===== src/acsr_pkg.sv =====
package acsr_pkg;

    localparam int ReqTypeW  = 2;
    localparam int AngleW    = 9;
    localparam int RangeW    = 16;
    localparam int SpeedW    = 16;
    localparam int SpeedMagW = 15;
    localparam int TargetW   = 15;
    localparam int TtcW      = 16;
    localparam int CfgIdxW   = 3;
    localparam int CfgDataW  = 16;

    localparam logic [ReqTypeW-1:0] REQ_RANGE = 2'd0;
    localparam logic [ReqTypeW-1:0] REQ_FRONT = 2'd1;
    localparam logic [ReqTypeW-1:0] REQ_REAR  = 2'd2;

    localparam logic [CfgIdxW-1:0] CFG_RANGE_LOWER = 3'd0;
    localparam logic [CfgIdxW-1:0] CFG_RANGE_UPPER = 3'd1;
    localparam logic [CfgIdxW-1:0] CFG_TARGET      = 3'd2;
    localparam logic [CfgIdxW-1:0] CFG_TTC_LOW     = 3'd3;
    localparam logic [CfgIdxW-1:0] CFG_TTC_HIGH    = 3'd4;

    localparam logic [RangeW-1:0]  RST_RANGE_LOWER = 16'd20;
    localparam logic [RangeW-1:0]  RST_RANGE_UPPER = 16'd30000;
    localparam logic [TargetW-1:0] RST_TARGET      = 15'd500;
    localparam logic [TtcW-1:0]    RST_TTC_LOW     = 16'd5000;
    localparam logic [TtcW-1:0]    RST_TTC_HIGH    = 16'd7000;

    localparam logic [RangeW-1:0] NO_TARGET = 16'd33000;
    localparam logic [RangeW-1:0] WARN_MM   = 16'd300;
    localparam logic [RangeW-1:0] NEAR_MM   = 16'd600;
    localparam logic [RangeW-1:0] FAR_MM    = 16'd800;

    localparam int CmdW = 18;
    localparam logic signed [CmdW-1:0] SLOW_REAR   = 18'sd100;
    localparam logic signed [CmdW-1:0] REL_CLOSE   = 18'sd100;
    localparam logic signed [CmdW-1:0] REL_OPEN    = 18'sd250;
    localparam logic signed [CmdW-1:0] STOP_REAR   = 18'sd1;
    localparam logic signed [CmdW-1:0] STEP_SMALL  = 18'sd7;
    localparam logic signed [CmdW-1:0] STEP_MED    = 18'sd10;
    localparam logic signed [CmdW-1:0] STEP_BRAKE  = 18'sd130;
    localparam logic signed [CmdW-1:0] CMD_MAX     = 18'sd32767;
    localparam logic signed [CmdW-1:0] CMD_MIN     = -18'sd32768;

    localparam logic [31:0] MS_PER_S   = 32'd1000;
    localparam logic [16:0] TTC_MARGIN = 17'd200;

    typedef struct packed {
        logic [RangeW-1:0]  range_lower;
        logic [RangeW-1:0]  range_upper;
        logic [TargetW-1:0] target;
        logic [TtcW-1:0]    ttc_low;
        logic [TtcW-1:0]    ttc_high;
    } t_cfg;

    typedef struct packed {
        logic [ReqTypeW-1:0]      req_type;
        logic [AngleW-1:0]        angle_index;
        logic [RangeW-1:0]        range_mm;
        logic                     last_of_scan;
        logic signed [SpeedW-1:0] speed_mm_s;
    } t_req;

endpackage


===== src/acsr_if.sv =====
interface acsr_in_if;
    logic                               valid;
    logic                               ready;
    logic [acsr_pkg::ReqTypeW-1:0]      req_type;
    logic [acsr_pkg::AngleW-1:0]        angle_index;
    logic [acsr_pkg::RangeW-1:0]        range_mm;
    logic                               last_of_scan;
    logic signed [acsr_pkg::SpeedW-1:0] speed_mm_s;

    modport source (output valid, req_type, angle_index, range_mm, last_of_scan, speed_mm_s,
                    input ready);
    modport sink (input valid, req_type, angle_index, range_mm, last_of_scan, speed_mm_s,
                  output ready);
endinterface

interface acsr_out_if;
    logic                               valid;
    logic                               ready;
    logic signed [acsr_pkg::SpeedW-1:0] rear_speed_cmd;
    logic                               collision_warning;
    logic [acsr_pkg::RangeW-1:0]        nearest_mm;

    modport source (output valid, rear_speed_cmd, collision_warning, nearest_mm,
                    input ready);
    modport sink (input valid, rear_speed_cmd, collision_warning, nearest_mm,
                  output ready);
endinterface


===== src/adaptive_cruise_speed_rule_top.sv =====
// Adaptive cruise speed rule. Takes front and rear speed updates (negatives
// clamp to zero) and laser range samples; keeps the nearest valid range in
// the forward sector and, on the last sample of a scan, issues one result
// with the new rear speed command, the collision warning and the nearest
// range, then rearms the minimum to 33000 mm. One item is accepted every
// cycle while the output is not stalled; each item is held in the input
// register, and a last-of-scan sample's result is registered into the
// result register as the sample leaves the input register. The rate is set
// by the combinational path from the input register through the sector
// test, the two time-to-collision products and the rule chain into the
// result register. Input ready drops only while a last-of-scan item waits behind a result that has not been taken.
module adaptive_cruise_speed_rule_top #(
    parameter int SCAN_POINTS = 360,
    parameter int SECTOR_HALF = 90
) (
    input  logic                           i_clk,
    input  logic                           i_rst_n,
    acsr_in_if.sink                        i_in,
    acsr_out_if.source                     o_out,
    input  logic                           i_cfg_we,
    input  logic [acsr_pkg::CfgIdxW-1:0]   i_cfg_idx,
    input  logic [acsr_pkg::CfgDataW-1:0]  i_cfg_data
);

    localparam int SectorLo = SCAN_POINTS - SECTOR_HALF;

    acsr_pkg::t_cfg                      w_cfg;
    acsr_pkg::t_req                      r_req;
    logic                                r_req_valid;
    logic [acsr_pkg::RangeW-1:0]         r_nearest;
    logic [acsr_pkg::SpeedMagW-1:0]      r_front;
    logic [acsr_pkg::SpeedMagW-1:0]      r_rear;
    logic signed [acsr_pkg::SpeedW-1:0]  r_cmd;
    logic                                r_out_valid;
    logic signed [acsr_pkg::SpeedW-1:0]  r_out_cmd;
    logic                                r_out_warn;
    logic [acsr_pkg::RangeW-1:0]         r_out_nearest;

    logic                                w_is_range;
    logic                                w_has_result;
    logic                                w_adv;
    logic                                w_in_sector;
    logic                                w_take;
    logic [acsr_pkg::RangeW-1:0]         n_nearest;
    logic [acsr_pkg::SpeedMagW-1:0]      w_speed_clamp;
    logic signed [acsr_pkg::SpeedW-1:0]  w_rule_cmd;
    logic                                w_rule_warn;

    acsr_cfg u_cfg (
        .i_clk      (i_clk),
        .i_rst_n    (i_rst_n),
        .i_cfg_we   (i_cfg_we),
        .i_cfg_idx  (i_cfg_idx),
        .i_cfg_data (i_cfg_data),
        .o_cfg      (w_cfg)
    );

    assign w_is_range   = r_req.req_type == acsr_pkg::REQ_RANGE;
    assign w_has_result = w_is_range && r_req.last_of_scan;
    assign w_adv        = r_req_valid && (!w_has_result || !r_out_valid || o_out.ready);
    assign i_in.ready   = !r_req_valid || w_adv;

    assign w_in_sector = (int'(r_req.angle_index) <= SECTOR_HALF)
                      || (int'(r_req.angle_index) < SCAN_POINTS
                          && int'(r_req.angle_index) > SectorLo);
    assign w_take      = w_in_sector
                      && (w_cfg.range_lower < r_req.range_mm)
                      && (r_req.range_mm < w_cfg.range_upper)
                      && (r_req.range_mm < r_nearest);
    assign n_nearest   = w_take ? r_req.range_mm : r_nearest;

    assign w_speed_clamp = r_req.speed_mm_s[acsr_pkg::SpeedW-1]
                         ? '0 : r_req.speed_mm_s[acsr_pkg::SpeedMagW-1:0];

    acsr_rule u_rule (
        .i_cfg      (w_cfg),
        .i_nearest  (n_nearest),
        .i_front    (r_front),
        .i_rear     (r_rear),
        .i_prev_cmd (r_cmd),
        .o_cmd      (w_rule_cmd),
        .o_warn     (w_rule_warn)
    );

    always_ff @(posedge i_clk) begin
        if (!i_rst_n) begin
            r_req_valid <= 1'b0;
        end else if (i_in.valid && i_in.ready) begin
            r_req_valid <= 1'b1;
        end else if (w_adv) begin
            r_req_valid <= 1'b0;
        end
    end

    always_ff @(posedge i_clk) begin
        if (i_in.valid && i_in.ready) begin
            r_req.req_type     <= i_in.req_type;
            r_req.angle_index  <= i_in.angle_index;
            r_req.range_mm     <= i_in.range_mm;
            r_req.last_of_scan <= i_in.last_of_scan;
            r_req.speed_mm_s   <= i_in.speed_mm_s;
        end
    end

    always_ff @(posedge i_clk) begin
        if (!i_rst_n) begin
            r_nearest <= acsr_pkg::NO_TARGET;
            r_front   <= '0;
            r_rear    <= '0;
            r_cmd     <= '0;
        end else if (w_adv) begin
            case (r_req.req_type)
                acsr_pkg::REQ_FRONT: r_front <= w_speed_clamp;
                acsr_pkg::REQ_REAR:  r_rear <= w_speed_clamp;
                acsr_pkg::REQ_RANGE: begin
                    if (r_req.last_of_scan) begin
                        r_nearest <= acsr_pkg::NO_TARGET;
                        r_cmd     <= w_rule_cmd;
                    end else begin
                        r_nearest <= n_nearest;
                    end
                end
                default: ;
            endcase
        end
    end

    always_ff @(posedge i_clk) begin
        if (!i_rst_n) begin
            r_out_valid <= 1'b0;
        end else if (w_adv && w_has_result) begin
            r_out_valid <= 1'b1;
        end else if (o_out.ready) begin
            r_out_valid <= 1'b0;
        end
    end

    always_ff @(posedge i_clk) begin
        if (w_adv && w_has_result) begin
            r_out_cmd     <= w_rule_cmd;
            r_out_warn    <= w_rule_warn;
            r_out_nearest <= n_nearest;
        end
    end

    assign o_out.valid             = r_out_valid;
    assign o_out.rear_speed_cmd    = r_out_cmd;
    assign o_out.collision_warning = r_out_warn;
    assign o_out.nearest_mm        = r_out_nearest;

endmodule


===== src/acsr_cfg.sv =====
module acsr_cfg (
    input  logic                            i_clk,
    input  logic                            i_rst_n,
    input  logic                            i_cfg_we,
    input  logic [acsr_pkg::CfgIdxW-1:0]    i_cfg_idx,
    input  logic [acsr_pkg::CfgDataW-1:0]   i_cfg_data,
    output acsr_pkg::t_cfg                  o_cfg
);

    acsr_pkg::t_cfg r_cfg;

    always_ff @(posedge i_clk) begin
        if (!i_rst_n) begin
            r_cfg.range_lower <= acsr_pkg::RST_RANGE_LOWER;
            r_cfg.range_upper <= acsr_pkg::RST_RANGE_UPPER;
            r_cfg.target      <= acsr_pkg::RST_TARGET;
            r_cfg.ttc_low     <= acsr_pkg::RST_TTC_LOW;
            r_cfg.ttc_high    <= acsr_pkg::RST_TTC_HIGH;
        end else if (i_cfg_we) begin
            case (i_cfg_idx)
                acsr_pkg::CFG_RANGE_LOWER: r_cfg.range_lower <= i_cfg_data;
                acsr_pkg::CFG_RANGE_UPPER: r_cfg.range_upper <= i_cfg_data;
                acsr_pkg::CFG_TARGET:      r_cfg.target <= i_cfg_data[acsr_pkg::TargetW-1:0];
                acsr_pkg::CFG_TTC_LOW:     r_cfg.ttc_low <= i_cfg_data;
                acsr_pkg::CFG_TTC_HIGH:    r_cfg.ttc_high <= i_cfg_data;
                default: ;
            endcase
        end
    end

    assign o_cfg = r_cfg;

endmodule


===== src/acsr_rule.sv =====
module acsr_rule (
    input  acsr_pkg::t_cfg                      i_cfg,
    input  logic [acsr_pkg::RangeW-1:0]         i_nearest,
    input  logic [acsr_pkg::SpeedMagW-1:0]      i_front,
    input  logic [acsr_pkg::SpeedMagW-1:0]      i_rear,
    input  logic signed [acsr_pkg::SpeedW-1:0]  i_prev_cmd,
    output logic signed [acsr_pkg::SpeedW-1:0]  o_cmd,
    output logic                                o_warn
);

    localparam int W = acsr_pkg::CmdW;

    logic signed [W-1:0]              w_rear;
    logic signed [W-1:0]              w_rel;
    logic signed [W-1:0]              w_tgt;
    logic signed [W-1:0]              w_neg_rel;
    logic [acsr_pkg::SpeedMagW-1:0]   w_mag;
    logic [31:0]                      w_num;
    logic [31:0]                      w_low_p;
    logic [31:0]                      w_high_p;
    logic                             w_ttc_neg;
    logic                             w_ttc_low;
    logic                             w_ttc_high;
    logic                             w_near;
    logic signed [W-1:0]              n_cmd;

    assign w_rear    = $signed({3'b000, i_rear});
    assign w_rel     = $signed({3'b000, i_front}) - w_rear;
    assign w_tgt     = $signed({3'b000, i_cfg.target});
    assign w_neg_rel = -w_rel;
    assign w_ttc_neg = !w_rel[W-1];
    assign w_mag     = w_ttc_neg ? '0 : w_neg_rel[acsr_pkg::SpeedMagW-1:0];

    assign w_num    = {16'd0, i_nearest} * acsr_pkg::MS_PER_S;
    assign w_low_p  = {16'd0, i_cfg.ttc_low} * {17'd0, w_mag};
    assign w_high_p = {15'd0, {1'b0, i_cfg.ttc_high} + acsr_pkg::TTC_MARGIN} * {17'd0, w_mag};

    assign w_ttc_low  = !w_ttc_neg && (w_num < w_low_p);
    assign w_ttc_high = !w_ttc_neg && (w_num > w_high_p);
    assign w_near     = i_nearest < acsr_pkg::NEAR_MM;
    assign o_warn     = i_nearest < acsr_pkg::WARN_MM;

    always_comb begin
        n_cmd = W'(i_prev_cmd);
        if (w_ttc_low || w_near) begin
            n_cmd = w_rear - acsr_pkg::STEP_SMALL;
        end
        if (w_near && w_rear < acsr_pkg::SLOW_REAR) begin
            n_cmd = w_rear - acsr_pkg::STEP_MED;
        end
        if ((w_ttc_neg || w_ttc_high) && i_nearest > acsr_pkg::FAR_MM && n_cmd < w_tgt) begin
            n_cmd = w_rear + acsr_pkg::STEP_SMALL;
        end
        if (i_nearest == acsr_pkg::NO_TARGET || (w_rel > acsr_pkg::REL_CLOSE && n_cmd < w_tgt)) begin
            n_cmd = w_rear + acsr_pkg::STEP_MED;
        end
        if (n_cmd >= w_tgt) begin
            n_cmd = w_tgt;
        end
        if (w_rear <= acsr_pkg::STOP_REAR) begin
            n_cmd = '0;
        end
        if (w_ttc_neg && w_rel > acsr_pkg::REL_OPEN && n_cmd < w_tgt) begin
            n_cmd = w_rear + acsr_pkg::STEP_MED;
        end
        if (o_warn) begin
            n_cmd = w_rear - acsr_pkg::STEP_BRAKE;
        end
        if (n_cmd > acsr_pkg::CMD_MAX) begin
            n_cmd = acsr_pkg::CMD_MAX;
        end else if (n_cmd < acsr_pkg::CMD_MIN) begin
            n_cmd = acsr_pkg::CMD_MIN;
        end
    end

    assign o_cmd = n_cmd[acsr_pkg::SpeedW-1:0];

endmodule


===== src/flat_wrapper.sv =====
// flat-port wrapper written by rule: the top's interface ports become plain ports
module adaptive_cruise_speed_rule_top_flat 
#(
    parameter int SCAN_POINTS = 360,
    parameter int SECTOR_HALF = 90
)
  (i_clk, i_rst_n, i_cfg_we, i_cfg_idx, i_cfg_data, i_in_valid, i_in_req_type, i_in_angle_index, i_in_range_mm, i_in_last_of_scan, i_in_speed_mm_s, i_in_ready, o_out_valid, o_out_rear_speed_cmd, o_out_collision_warning, o_out_nearest_mm, o_out_ready);
  acsr_in_if i_in_i ();
  acsr_out_if o_out_i ();
  input  logic i_clk;
  input  logic i_rst_n;
  input  logic i_cfg_we;
  input  logic [acsr_pkg::CfgIdxW-1:0] i_cfg_idx;
  input  logic [acsr_pkg::CfgDataW-1:0] i_cfg_data;
  input wire logic [$bits(i_in_i.valid)-1:0] i_in_valid;
  input wire logic [$bits(i_in_i.req_type)-1:0] i_in_req_type;
  input wire logic [$bits(i_in_i.angle_index)-1:0] i_in_angle_index;
  input wire logic [$bits(i_in_i.range_mm)-1:0] i_in_range_mm;
  input wire logic [$bits(i_in_i.last_of_scan)-1:0] i_in_last_of_scan;
  input wire logic [$bits(i_in_i.speed_mm_s)-1:0] i_in_speed_mm_s;
  output wire logic [$bits(i_in_i.ready)-1:0] i_in_ready;
  output wire logic [$bits(o_out_i.valid)-1:0] o_out_valid;
  output wire logic [$bits(o_out_i.rear_speed_cmd)-1:0] o_out_rear_speed_cmd;
  output wire logic [$bits(o_out_i.collision_warning)-1:0] o_out_collision_warning;
  output wire logic [$bits(o_out_i.nearest_mm)-1:0] o_out_nearest_mm;
  input wire logic [$bits(o_out_i.ready)-1:0] o_out_ready;
  assign i_in_i.valid = i_in_valid;
  assign i_in_i.req_type = i_in_req_type;
  assign i_in_i.angle_index = i_in_angle_index;
  assign i_in_i.range_mm = i_in_range_mm;
  assign i_in_i.last_of_scan = i_in_last_of_scan;
  assign i_in_i.speed_mm_s = i_in_speed_mm_s;
  assign i_in_ready = i_in_i.ready;
  assign o_out_valid = o_out_i.valid;
  assign o_out_rear_speed_cmd = o_out_i.rear_speed_cmd;
  assign o_out_collision_warning = o_out_i.collision_warning;
  assign o_out_nearest_mm = o_out_i.nearest_mm;
  assign o_out_i.ready = o_out_ready;
  adaptive_cruise_speed_rule_top #(.SCAN_POINTS(SCAN_POINTS), .SECTOR_HALF(SECTOR_HALF)) u_core (.i_clk(i_clk), .i_rst_n(i_rst_n), .i_in(i_in_i), .o_out(o_out_i), .i_cfg_we(i_cfg_we), .i_cfg_idx(i_cfg_idx), .i_cfg_data(i_cfg_data));
endmodule

===== config.mk =====
export PLATFORM = sky130hd
export DESIGN_NAME = adaptive_cruise_speed_rule_top_flat
export DESIGN_NICKNAME = d
export VERILOG_FILES = /design/src/acsr_pkg.sv /design/src/acsr_if.sv /design/src/adaptive_cruise_speed_rule_top.sv /design/src/acsr_cfg.sv /design/src/acsr_rule.sv /design/src/flat_wrapper.sv
export SDC_FILE = /design/constraint.sdc
export NUM_CORES = 2
export LEC_CHECK = 0
export ABC_CLOCK_PERIOD_IN_PS = 24700
export BUFFER_PORTS_ARGS = -buffer_cell sky130_fd_sc_hd__buf_2
export CAP_MARGIN = 20
export CORE_ASPECT_RATIO = 0.75
export CORE_MARGIN = 2
export CORE_UTILIZATION = 61
export CTS_CLUSTER_DIAMETER = 80
export CTS_CLUSTER_SIZE = 20
export DETAILED_ROUTE_END_ITERATION = 16
export PLACE_DENSITY = 0.76
export RECOVER_POWER = 100
export SLEW_MARGIN = 0
export SYNTH_ARGS = -nofsm -noshare
export SYNTH_HDL_FRONTEND = slang
export SYNTH_HIERARCHICAL = 1
export SYNTH_SLANG_ARGS = --single-unit

===== constraint.sdc =====
create_clock -name i_clk -period 24.7 [get_ports i_clk]
set_input_delay 4.94 -clock i_clk [delete_from_list [all_inputs] [get_ports i_clk]]
set_output_delay 4.94 -clock i_clk [all_outputs]
set_load 0.05 [all_outputs]

==> key figures <==
Status
  – Status: finished, violations left
  – Failing checks: capacitance limit, slew limit

Clocking
  – Num CTS Buffers: 16
  – Worst skew pair latency: 0.52 ns
  – H-tree levels: 1
  – CTS tree: done
  – Cts hold-fix bufs: 0
  – Clock Sinks: 220
  – Clk buf depth: 3
  – Root buf cell: clkbuf_16
  – Clock-pin slew on the worst setup and hold paths: 0.09 ns

Final layout
  – Final cell count without fillers: 4726
  – Fillers: 4748
  – Post-route design area: 36600 µm²
  – Multi-input gate area: 27000 µm²
  – Sequential cell area: 5180 µm²
  – Synthesis-to-finish area growth: 5.23%
  – N_diodes: 0
  – Final net count: 4917
  – Utilization after layout: 65.2%
  – Share of cells above drive strength 1: 5.78%

Worst setup path
  – CP Data Required Time: 25.11 ns
  – Worst EP arrival: 23.70 ns
  – Worst Setup End Kind: flop
  – Worst path most repeated cell: a21o_1
  – Critical path peak fanout: 27
  – Critical path's slowest cell: fa_1
  – Critical path's largest stage delay: 0.55 ns
  – WS Path Type: reg2reg
  – Setup crit start kind: flop

Timing
  – Setup TNS: 0 ns
  – Final setup viols: 0
  – Relative slew slack: -105%
  – Hold Vio Cnt, Final: 0
  – Worst Max-Slew Pin Slew: 3.08 ns
  – Setup ws final: 1.41 ns
  – Final Max Tran Viols: 263
  – Final period util: 94.3%
  – Post-layout minimum cycle time: 23.29 ns
  – RSZ-0062 raised after global routing: no
  – Fmax: 42.9 MHz
  – Clk_skew: 0.0266 ns

Synthesis
  – Synth top area share: 24.6%
  – Synth area leaders: fa_1 25%, ha_1 16%, dfxtp_1 8.2%, edfxtp_1 6.6%, nand2_1 6.3%
  – Post-synthesis register bit count: 220
  – Top-count cell post-synth: nand2_1
  – Mapped Cells: 3947
  – Syn_area_per_cell: 8.82 µm²
  – Synth area leader: fa_1
  – Cell Area, Synth: 34800 µm²
  – Dominant synthesized flop cell: dfxtp_1
  – Synth cell types: 109
  – Post-synth EDFFs: 77
  – Ys async rst share: 0%
  – Seq/Total Area, Yosys: 14.9%
  – Post-synthesis net count: 4878
  – Ys Warns: 6
  – Post-synth top cells: 582 x nand2_1, 544 x inv_1, 435 x ha_1

Detailed routing
  – Post-Route WL: 99.8 mm
  – Vias per cell: 6.11
  – WL met2: 40.8 mm
  – Uppermost layer routed: met4
  – 1st-pass router iterations: 14
  – Drt wl/cell: 21.1 µm
  – WL met1: 44.3 mm
  – Routed Antenna Nets: 0
  – Initial drt markers: 3307
  – DR DRC count: 0
  – Met3 wire length: 11.7 mm
  – Via Count: 28900

Global routing
  – Grt ovf: 0
  – Total track usage: 34.1%
  – Number of antenna violations at the first check in global routing: 5
  – Number of global-route vias before repair: 27400
  – Global-route wire length before repair: 157 mm
  – Pin count of the biggest net entering global routing: 84

Worst hold path
  – Hold Crit Class: reg2reg

Run
  – Max_cap viols: 6

Placement
  – Dpl hpwl: 81.0 mm
  – Placed Instances: 4693
  – Buffers on Ports: 102
  – Dpl ws: 0.793 ns
  – Routability cong.: 1.04
  – Dpl cell area: 36200 µm²

Die
  – FP Rows: 75
  – Die X: 280 µm
  – Die ar.: 59000 µm²
  – I/O Pins: 103
  – Die Y: 211 µm
  – Initial core utilization: 61.9%
  – Placeable Area: 56200 µm²

Power and ir drop
  – Peak supply drop: 166 µV
  – P_leak: 18.0 nW
  – PwrDens: 142 nW/µm²
## per-stage QoR
stage	total power, mW	hold slack [ns]
6_report	5.21	0.465
5_1_grt	5.68	0.481
4_1_cts	5.08	0.462
3_5_place_dp	4.77	0.450
3_3_place_gp	4.74	0.440
2_1_floorplan	3.68	0.430
## worst max-delay path, delay by kind of cell, from the launching register on
| family | cells | cell delay [ns] |
|---|---|---|
| AOI/OAI and AO/OA | 53 | 10.08 |
| xor gates and xnor gates | 3 | 0.64 |
| buffers and inverters | 12 | 1.61 |
| and+or+nand+nor | 19 | 3.88 |
| DFF | 1 | 0.32 |
| muxes | 4 | 1.27 |
| adders and majority gates | 14 | 5.37 |
## sequential cells by signal, indices dropped and copies added (netlist names), 15 cells and up
| signal | flops |
|---|---|
| u_core/u_cfg/o_cfg | 79 |
| u_core/r_req | 44 |
| u_core/o_out.nearest_mm | 16 |
| u_core/o_out.rear_speed_cmd | 16 |
| u_core/r_cmd | 16 |
| u_core/r_nearest | 16 |
| u_core/r_front | 15 |
| u_core/r_rear | 15 |
## power breakdown
part / internal [mW] / leakage, nW / switching (mW)
clock network: 0.132 / 0.241 / 0.140
logic: 1.76 / 15.9 / 2.75
registers: 0.417 / 1.90 / 0.0181
total: 2.31 / 18.0 / 2.90
## final timing paths
kind                      from                to  slack (ns)  cells after the start
max          u_core/r_front[0]   u_core/r_cmd[4]        1.41                    105
min           u_core/r_cmd[10]  u_core/r_cmd[10]        0.47                      2
max reg2reg  u_core/r_front[0]   u_core/r_cmd[4]        1.41                    105
min reg2reg   u_core/r_cmd[10]  u_core/r_cmd[10]        0.47                      2
## metal layers
layer  up-vias  global-route usage (%)
met5         -                       0
met4         0                    8.19
met3       194                    6.47
met2      1523                    49.0
met1     14000                    52.7
li1      13200                       -
## cell type report
type                    instances  share of cell area (%)
multi-input cells            3017                    73.7
flip-flops and latches        220                    14.1
inverters                     552                    5.66
repair buffers                179                    2.66
well taps                     731                    2.50
clock buffers                  24                    1.23
clock inverters                 3                   0.130
## cells by family (layout without fill, tap and decap cells)
logic type | Yosys count | after routing | share of synthesized area [%]
simple gates | 1303 | 1303 | 17.9
fa+ha+maj | 863 | 863 | 40.2
buf+inv | 710 | 758 | 7.95
compound gates | 556 | 556 | 10.9
flops | 220 | 220 | 14.9
mux | 157 | 157 | 4.65
xor+xnor | 138 | 138 | 3.47
## placed cells by master, fill, tap and decap left out, drive strengths merged, types with 23 or more instances in the layout
cell	netlist	layout
nand2	582	582
inv	546	549
ha	435	435
fa	428	428
nor2	197	197
dfxtp	143	143
a21oi	141	141
mux2i	133	133
buf	28	125
and3	94	94
o21ai	89	89
xnor2	86	86
nor2b	78	78
clkbuf	130	78
edfxtp	77	77
and2	68	68
a21boi	58	58
a21o	56	56
nor3	56	56
nand3	53	53
xor2	52	52
nand4	39	39
or3	26	26
mux2	24	24
nand2b	23	23
## repair_timing
item	4_1_cts	5_1_grt
buffers inserted	0	3
resized for setup	0	14
endpoints found under the setup margin	0	30
No activity file was read; power rests on OpenSTA's default activity.
